===== config.mk =====
export PLATFORM = sky130hd
export DESIGN_NAME = bounded_double_ended_queue
export DESIGN_NICKNAME = d
export VERILOG_FILES = /design/src/hdl/bdq_pkg.sv /design/src/hdl/bdq_datapath.sv /design/src/hdl/bdq_ctrl.sv /design/src/hdl/bounded_double_ended_queue.sv
export SDC_FILE = /design/constraint.sdc
export NUM_CORES = 1
export LEC_CHECK = 0
export ABC_AREA = 1
export BUFFER_PORTS_ARGS = -buffer_cell sky130_fd_sc_hd__buf_2
export CORE_AREA = 2 2 232 234
export DETAILED_ROUTE_END_ITERATION = 7
export DIE_AREA = 0 0 234 236
export PLACE_DENSITY = 0.75
export SLEW_MARGIN = 20
export SYNTH_ARGS = -nofsm -noshare
export SYNTH_HDL_FRONTEND = slang
export SYNTH_SLANG_ARGS = --single-unit

===== constraint.sdc =====
create_clock -name clk -period 13.2 [get_ports clk]
set_input_delay 1.32 -clock clk [delete_from_list [all_inputs] [get_ports clk]]
set_output_delay 1.32 -clock clk [all_outputs]
set_load 0.005 [all_outputs]

===== src/hdl/bdq_pkg.sv =====
// ----------------------------------------------------------------------------
// bdq_pkg
// Shared opcodes, status codes and the command/status structs that join the
// deque controller to its datapath.
// ----------------------------------------------------------------------------
package bdq_pkg;

  localparam logic [2:0] OP_PUSH_FRONT = 3'd0;
  localparam logic [2:0] OP_PUSH_BACK  = 3'd1;
  localparam logic [2:0] OP_POP_FRONT  = 3'd2;
  localparam logic [2:0] OP_POP_BACK   = 3'd3;
  localparam logic [2:0] OP_DUMP       = 3'd4;

  localparam logic [1:0] ST_OK    = 2'd0;
  localparam logic [1:0] ST_EMPTY = 2'd1;
  localparam logic [1:0] ST_FULL  = 2'd2;

  // controller -> datapath
  typedef struct packed {
    logic       load;        // latch opcode/value, clear dump offset
    logic       wr_front;    // push at front
    logic       wr_back;     // push at back
    logic       rm_front;    // drop front entry
    logic       rm_back;     // drop back entry
    logic       rd_front;    // read front entry
    logic       rd_back;     // read back entry
    logic       rd_dump;     // read entry at dump offset, advance offset
    logic       emit;        // load output register
    logic       emit_data;   // result takes read data, else zero
    logic [1:0] emit_status;
    logic       emit_last;
  } bdq_cmd_t;

  // datapath -> controller
  typedef struct packed {
    logic [2:0] op;
    logic       empty;
    logic       full;
    logic       dump_last;   // entry now being shown is the back one
  } bdq_stat_t;

endpackage


===== src/hdl/bdq_datapath.sv =====
// ----------------------------------------------------------------------------
// bdq_datapath
// Ring store, front index, entry count, dump offset and the result register.
// ----------------------------------------------------------------------------
module bdq_datapath #(
  parameter int DEPTH      = 16,
  parameter int DATA_WIDTH = 32
) (
  input  logic                         clk,
  input  logic                         rst_n,
  input  logic [2:0]                   in_opcode,
  input  logic signed [DATA_WIDTH-1:0] in_value,
  input  bdq_pkg::bdq_cmd_t            cmd,
  output bdq_pkg::bdq_stat_t           stat,
  output logic                         out_valid,
  output logic signed [DATA_WIDTH-1:0] out_result_value,
  output logic [1:0]                   out_status,
  output logic [$clog2(DEPTH+1)-1:0]   out_entry_count,
  output logic                         out_last_of_run
);

  localparam int IW = $clog2(DEPTH);
  localparam int CW = $clog2(DEPTH + 1);
  localparam int SW = CW + 1;

  logic [DATA_WIDTH-1:0] mem [DEPTH];

  logic [2:0]            op_r;
  logic [DATA_WIDTH-1:0] value_r;
  logic [IW-1:0]         front_r, front_nxt;
  logic [CW-1:0]         count_r, count_nxt;
  logic [CW-1:0]         dcnt_r, dcnt_nxt;
  logic [DATA_WIDTH-1:0] rd_data_r;

  logic                  out_valid_r;
  logic [DATA_WIDTH-1:0] out_value_r;
  logic [1:0]            out_status_r;
  logic [CW-1:0]         out_count_r;
  logic                  out_last_r;

  logic [CW-1:0] offset;
  logic [SW-1:0] sum;
  logic [SW-1:0] wrapped;
  logic [IW-1:0] ring_pos;
  logic [IW-1:0] front_dec;
  logic [IW-1:0] rd_addr;
  logic [IW-1:0] wr_addr;
  logic          wr_en;
  logic          rd_en;

  // one ring adder: front + offset mod DEPTH
  always_comb begin
    if (cmd.wr_back) begin
      offset = count_r;
    end else if (cmd.rd_back) begin
      offset = count_r - CW'(1);
    end else if (cmd.rd_dump) begin
      offset = dcnt_r;
    end else begin
      offset = CW'(1);
    end
    sum      = SW'(front_r) + SW'(offset);
    wrapped  = (sum >= SW'(DEPTH)) ? sum - SW'(DEPTH) : sum;
    ring_pos = wrapped[IW-1:0];
  end

  assign front_dec = (front_r == '0) ? IW'(DEPTH - 1) : front_r - IW'(1);

  assign wr_en   = cmd.wr_front | cmd.wr_back;
  assign wr_addr = cmd.wr_front ? front_dec : ring_pos;
  assign rd_en   = cmd.rd_front | cmd.rd_back | cmd.rd_dump;
  assign rd_addr = cmd.rd_front ? front_r : ring_pos;

  always_comb begin
    front_nxt = front_r;
    if (cmd.wr_front) begin
      front_nxt = front_dec;
    end else if (cmd.rm_front) begin
      front_nxt = ring_pos;
    end
    count_nxt = count_r;
    if (wr_en) begin
      count_nxt = count_r + CW'(1);
    end else if (cmd.rm_front | cmd.rm_back) begin
      count_nxt = count_r - CW'(1);
    end
    dcnt_nxt = dcnt_r;
    if (cmd.load) begin
      dcnt_nxt = '0;
    end else if (cmd.rd_dump) begin
      dcnt_nxt = dcnt_r + CW'(1);
    end
  end

  always_ff @(posedge clk) begin
    if (wr_en) begin
      mem[wr_addr] <= value_r;
    end
    if (rd_en) begin
      rd_data_r <= mem[rd_addr];
    end
  end

  always_ff @(posedge clk) begin
    if (!rst_n) begin
      front_r     <= '0;
      count_r     <= '0;
      dcnt_r      <= '0;
      out_valid_r <= 1'b0;
    end else begin
      front_r     <= front_nxt;
      count_r     <= count_nxt;
      dcnt_r      <= dcnt_nxt;
      out_valid_r <= cmd.emit;
    end
  end

  always_ff @(posedge clk) begin
    if (cmd.load) begin
      op_r    <= in_opcode;
      value_r <= in_value;
    end
    if (cmd.emit) begin
      out_value_r  <= cmd.emit_data ? rd_data_r : '0;
      out_status_r <= cmd.emit_status;
      out_count_r  <= count_nxt;
      out_last_r   <= cmd.emit_last;
    end
  end

  assign stat.op        = op_r;
  assign stat.empty     = (count_r == '0);
  assign stat.full      = (count_r == CW'(DEPTH));
  assign stat.dump_last = (dcnt_r == count_r);

  assign out_valid        = out_valid_r;
  assign out_result_value = out_value_r;
  assign out_status       = out_status_r;
  assign out_entry_count  = out_count_r;
  assign out_last_of_run  = out_last_r;

endmodule


===== src/hdl/bdq_ctrl.sv =====
// ----------------------------------------------------------------------------
// bdq_ctrl
// Sequencer for one deque operation: decode, memory read wait, dump run.
// ----------------------------------------------------------------------------
module bdq_ctrl (
  input  logic                clk,
  input  logic                rst_n,
  input  logic                start,
  input  bdq_pkg::bdq_stat_t  stat,
  output bdq_pkg::bdq_cmd_t   cmd,
  output logic                busy
);

  localparam logic [1:0] S_IDLE   = 2'd0;
  localparam logic [1:0] S_EXEC   = 2'd1;
  localparam logic [1:0] S_POPOUT = 2'd2;
  localparam logic [1:0] S_DUMP   = 2'd3;

  logic [1:0] state_r, state_nxt;

  always_comb begin
    cmd       = '0;
    state_nxt = state_r;
    case (state_r)
      S_IDLE: begin
        if (start) begin
          cmd.load  = 1'b1;
          state_nxt = S_EXEC;
        end
      end
      S_EXEC: begin
        state_nxt     = S_IDLE;
        cmd.emit_last = 1'b1;
        case (stat.op)
          bdq_pkg::OP_PUSH_FRONT, bdq_pkg::OP_PUSH_BACK: begin
            cmd.emit = 1'b1;
            if (stat.full) begin
              cmd.emit_status = bdq_pkg::ST_FULL;
            end else begin
              cmd.emit_status = bdq_pkg::ST_OK;
              cmd.wr_front    = (stat.op == bdq_pkg::OP_PUSH_FRONT);
              cmd.wr_back     = (stat.op == bdq_pkg::OP_PUSH_BACK);
            end
          end
          bdq_pkg::OP_POP_FRONT, bdq_pkg::OP_POP_BACK: begin
            if (stat.empty) begin
              cmd.emit        = 1'b1;
              cmd.emit_status = bdq_pkg::ST_EMPTY;
            end else begin
              cmd.rd_front = (stat.op == bdq_pkg::OP_POP_FRONT);
              cmd.rm_front = (stat.op == bdq_pkg::OP_POP_FRONT);
              cmd.rd_back  = (stat.op == bdq_pkg::OP_POP_BACK);
              cmd.rm_back  = (stat.op == bdq_pkg::OP_POP_BACK);
              state_nxt    = S_POPOUT;
            end
          end
          bdq_pkg::OP_DUMP: begin
            if (stat.empty) begin
              cmd.emit        = 1'b1;
              cmd.emit_status = bdq_pkg::ST_EMPTY;
            end else begin
              cmd.rd_dump = 1'b1;
              state_nxt   = S_DUMP;
            end
          end
          default: begin
            // undefined opcode: no-op, report ok
            cmd.emit        = 1'b1;
            cmd.emit_status = bdq_pkg::ST_OK;
          end
        endcase
      end
      S_POPOUT: begin
        cmd.emit        = 1'b1;
        cmd.emit_data   = 1'b1;
        cmd.emit_status = bdq_pkg::ST_OK;
        cmd.emit_last   = 1'b1;
        state_nxt       = S_IDLE;
      end
      S_DUMP: begin
        // show entry read last cycle, fetch the next one behind it
        cmd.emit        = 1'b1;
        cmd.emit_data   = 1'b1;
        cmd.emit_status = bdq_pkg::ST_OK;
        cmd.emit_last   = stat.dump_last;
        if (stat.dump_last) begin
          state_nxt = S_IDLE;
        end else begin
          cmd.rd_dump = 1'b1;
        end
      end
      default: begin
        state_nxt = S_IDLE;
      end
    endcase
  end

  always_ff @(posedge clk) begin
    if (!rst_n) begin
      state_r <= S_IDLE;
    end else begin
      state_r <= state_nxt;
    end
  end

  assign busy = (state_r != S_IDLE);

endmodule


===== src/hdl/bounded_double_ended_queue.sv =====
// ----------------------------------------------------------------------------
// bounded_double_ended_queue
// Double-ended queue of signed words in a DEPTH-entry ring store.
//
//   channel  handshake          payload
//   in       start / busy       in_opcode, in_value
//   out      out_valid strobe   out_result_value, out_status,
//                               out_entry_count, out_last_of_run
//
// A transfer in happens when start is high and busy is low. Push and
// refused/empty operations pass through the idle and execute states, pops
// add a state for the registered store read, and a dump shows one entry
// per cycle from the single read port. Results leave through a register
// and are held for one cycle only; the receiver cannot stall.
// Synchronous reset empties the queue; the store itself is not cleared.
// ----------------------------------------------------------------------------
module bounded_double_ended_queue #(
  parameter int DEPTH      = 16,
  parameter int DATA_WIDTH = 32
) (
  input  logic                         clk,
  input  logic                         rst_n,
  input  logic                         start,
  output logic                         busy,
  input  logic [2:0]                   in_opcode,
  input  logic signed [DATA_WIDTH-1:0] in_value,
  output logic                         out_valid,
  output logic signed [DATA_WIDTH-1:0] out_result_value,
  output logic [1:0]                   out_status,
  output logic [$clog2(DEPTH+1)-1:0]   out_entry_count,
  output logic                         out_last_of_run
);

  localparam int CW = $clog2(DEPTH + 1);

  bdq_pkg::bdq_cmd_t  cmd;
  bdq_pkg::bdq_stat_t stat;

  bdq_ctrl u_ctrl (
    .clk   (clk),
    .rst_n (rst_n),
    .start (start),
    .stat  (stat),
    .cmd   (cmd),
    .busy  (busy)
  );

  bdq_datapath #(
    .DEPTH      (DEPTH),
    .DATA_WIDTH (DATA_WIDTH)
  ) u_dp (
    .clk              (clk),
    .rst_n            (rst_n),
    .in_opcode        (in_opcode),
    .in_value         (in_value),
    .cmd              (cmd),
    .stat             (stat),
    .out_valid        (out_valid),
    .out_result_value (out_result_value),
    .out_status       (out_status),
    .out_entry_count  (out_entry_count),
    .out_last_of_run  (out_last_of_run)
  );

  a_accept_busy: assert property (@(posedge clk) disable iff (!rst_n)
    (start && !busy) |=> busy)
    else $error("busy not raised after input transfer");

  a_run_contiguous: assert property (@(posedge clk) disable iff (!rst_n)
    (out_valid && !out_last_of_run) |=> out_valid)
    else $error("dump run broken before its last entry");

  a_full_count: assert property (@(posedge clk) disable iff (!rst_n)
    (out_valid && out_status == bdq_pkg::ST_FULL) |-> out_entry_count == CW'(DEPTH))
    else $error("full status with queue not full");

  a_empty_result: assert property (@(posedge clk) disable iff (!rst_n)
    (out_valid && out_status == bdq_pkg::ST_EMPTY)
      |-> (out_entry_count == '0 && out_result_value == '0 && out_last_of_run))
    else $error("empty status with bad count, value or last flag");

endmodule


==> flow_metrics.env <==
export IMPL_hold_path_class="register to register"
export IMPL_synth_edf_count=619
export IMPL_die_y_um=236
export IMPL_firstDrtPassIters=5
export IMPL_grt_antenna_before_repair=1
export IMPL_syn_num_nets=2530
export IMPL_path_cells="nand2_1 > inv_1 > nand2_1 > nand2_1 > inv_1 > nor2_1 > inv_1 > o21ai_0 > a21oi_1 > ha_1 > inv_1 > nand2_2 > nand2_8 > buf_4 > nand2_1 > o211ai_1 > nand2_1 > nand2_1 > nand2_1 > nand2_1 > nand2_1"
export IMPL_wl_per_cell_um=18.07
export IMPL_syn_area_um2=27220
export IMPL_insertion_delay_ns=0.65
export IMPL_num_antenna_cells=0
export IMPL_finClkSkew_ns=0.01957
export IMPL_die_area_um2=55220
export IMPL_drt_antenna_violating_nets=0
export IMPL_cp_end_kind="register"
export IMPL_start_util_pct=51.29
export IMPL_gp_congestion=0.8283
export IMPL_seqPwrFrac_pct=55.7
export IMPL_ctsResizeCount=0
export IMPL_num_vias=17280
export IMPL_swShare_pct=21.66
export IMPL_synthTopCellsByCount="841 x nand2_1, 619 x edfxtp_1, 456 x inv_1, 180 x nand3_1, 129 x o211ai_1"
export IMPL_clock_sinks=636
export IMPL_startpoint_type="register"
export IMPL_arrival_ns=5.48
export IMPL_cts_root_buf="clkbuf_16"
export IMPL_yosysWarnings=0
export IMPL_cts_made_buffers=60
export IMPL_post_synth_top_count_cell="nand2_1"
export IMPL_cts_htree_levels=2
export IMPL_die_width_um=234
export IMPL_synth_cell_type_count=38
export IMPL_drive_above_1_share_pct=8.964
export IMPL_clockPowerShare_pct=39.9
export IMPL_track_usage_pct=21.74
export IMPL_async_reset_ff_share_pct=0
export IMPL_maxSlewViolCount=0
export IMPL_synthCells=2483
export IMPL_fin_crit_ns=5.106
export IMPL_synth_top_area_share_pct=68.29
export IMPL_p_int_mw=3.191
export IMPL_grt_pass1_vias=17020
export IMPL_core_area_um2=53070
export IMPL_finalHoldViolations=0
export IMPL_drc=0
export IMPL_cts_setup_buffers=0
export IMPL_path_class="register to register"
export IMPL_outcome="finished, final reports clean"
export IMPL_yosysSeqAreaShare_pct=69.54
export IMPL_grt_pass1_wl_um=92690
export IMPL_p_switching_mw=0.8824
export IMPL_tns_ns=0
export IMPL_cap_viol_max_count=0
export IMPL_vdd_drop_max_uv=97.91
export IMPL_fmax_ghz=0.1959
export IMPL_syn_avg_cell_area_um2=10.96
export IMPL_path_clk_slew_ns=0.06
export IMPL_core_rowCount=85
export IMPL_pwr_share_comb_pct=4.4
export IMPL_portBuffers=79
export IMPL_slowest_stage="buf_4"
export IMPL_crit_required_ns=13.58
export IMPL_worstMarginPinSlew_ns=1.107
export IMPL_crit_path_max_incr_delay_ns=0.97
export IMPL_area_delta_synth_final_pct=10.81
export IMPL_cpLargestDelayFamily="simple AND/OR/NAND/NOR gates"
export IMPL_clock_tree_buffer_depth=3
export IMPL_yosys_area_top_type="edfxtp_1"
export IMPL_synth_top_flop_cell="edfxtp_1"
export IMPL_synth_area_leaders="edfxtp_1 68%, nand2_1 12%, inv_1 6.3%"
export IMPL_slew_headroom_pct=26.04
export IMPL_cp_max_fo=153
export IMPL_cts_tree="done"
export IMPL_synth_seq_cells=636
export IMPL_p_leak_nw=12.73
export IMPL_avgViaCountPerCell=5.262
export IMPL_cpMostUsedCell="nand2_1"
export IMPL_setup_violations=0
export IMPL_rsz0062_at_grt="false"
export IMPL_routed_wl_um=59350
export IMPL_fin_crit_sh_pct=38.68
export IMPL_nNetsFinal=2586
export IMPL_cts_hold_buf=0
export IMPL_power_density_nw_per_um2=135.1
export IMPL_hpwl_um=32590
export IMPL_grt_max_degree=154
export IMPL_p_total_mw=4.074
export IMPL_boundaryPins=80
export IMPL_drtIter0Drc=1761
export IMPL_crit_buf_inv=5
export IMPL_overflow=0
per-layer routing:
metal | wire, um | GRT usage [%] | vias to the layer above
met5 | 9 | 0 | -
met3 | 4370 | 3.071 | 119
li1 | - | - | 8215
met2 | 28590 | 36.07 | 660
met4 | 1884 | 8.631 | 2
met1 | 24500 | 28.92 | 8286
sequential cells by signal, summed over array words and instances, names as in the netlist:
| name | count |
|---|---|
| u_dp.dcnt_r | 5 |
| u_dp.mem | 512 |
| u_dp.out_result_value | 32 |
| u_dp.count_r | 5 |
| u_dp.rd_data_r | 32 |
| u_dp.out_last_of_run | 1 |
| u_dp.value_r | 32 |
| u_dp.out_status | 2 |
| u_dp.out_entry_count | 5 |
| u_dp.op_r | 3 |
| u_ctrl.state_r | 2 |
| u_dp.front_r | 4 |
| u_dp.out_valid | 1 |
power by group through the flow:
stage / sequential [mW] / combinational (mW) / clock [mW]
floorplan: 2.30 / 0.130 / 0
global route: 2.27 / 0.202 / 1.72
CTS: 2.27 / 0.179 / 1.65
detailed placement: 2.31 / 0.178 / 0
global placement: 2.31 / 0.171 / 0
finish: 2.27 / 0.178 / 1.63
per-stage QoR:
stage / std cells / setup WS (ns) / instance area [um^2] / hold slack [ns] / util (%)
floorplan: 2483 / 8.649 / 27220 / 0.4509 / -
global placement: 3163 / 8.367 / 28100 / 0.4650 / 52.94
detailed placement: 3171 / 8.252 / 28280 / 0.4885 / 53.29
CTS: 3282 / 8.188 / 30100 / 0.4993 / 56.72
global route: 3284 / 7.716 / 30160 / 0.5440 / 56.83
finish: 3284 / 8.094 / 30160 / 0.4896 / 56.83
worst min-delay path: stages, from the launching register on:
cell     delay (ns)
dfxtp_1        0.32
inv_1          0.07
a21oi_1        0.06
path summary, 6_finish.rpt:
check,startpoint,to,slack (ns),depth (start not counted)
setup / recovery,u_ctrl.state_r[1],u_dp.rd_data_r[27],8.09,21
hold / removal,u_dp.dcnt_r[4],u_dp.dcnt_r[4],0.49,2
setup reg to reg,u_ctrl.state_r[1],u_dp.rd_data_r[27],8.09,21
hold reg to reg,u_dp.dcnt_r[4],u_dp.dcnt_r[4],0.49,2
cells by family (layout without fill, tap and decap cells):
kind of cell             Yosys count  count (layout)  share of synthesized area [%]
AND/OR/NAND/NOR                 1088            1088                          16.42
adder cells (fa/ha/maj)            9               9                         0.4413
flip-flops                       636             636                          69.54
buffers and inverters            572             677                          8.904
AO/OA/AOI/OAI                    168             168                          4.376
XOR/XNOR                          10              10                         0.3218
cell type report:
| cell class | count | area [um^2] |
|---|---|---|
| sequential | 636 | 18930 |
| inverter | 461 | 1742 |
| timing repair buffer | 105 | 762.0 |
| clock buffer | 80 | 1577 |
| tap | 696 | 870.8 |
| multi-input combinational | 1275 | 6033 |
| clock inverter | 31 | 247.7 |
| fill | 4172 | 22910 |
cells in the final DEF, fill, tap and decap left out, types with 2 or more instances in the layout:
master,instances
nand2_1,840
edfxtp_1,619
inv_1,455
nand3_1,180
o211ai_1,129
buf_2,79
clkbuf_16,60
nor2_1,22
nor2_4,20
clkbuf_1,20
a21oi_1,16
dfxtp_1,16
o21ai_0,15
clkinv_1,14
buf_4,14
clkinv_2,11
ha_1,8
xor2_1,7
nand2_2,6
buf_16,6
nor3_1,5
xnor2_1,3
inv_2,3
nand2_4,3
nand2_8,3
bufinv_16,3
buf_8,3
nor3_4,2
a211oi_1,2
or2_2,2
nand3_2,2
o21ai_4,2
inv_6,2
buf_12,2
Note: power is estimated with default switching activity, not from simulation.
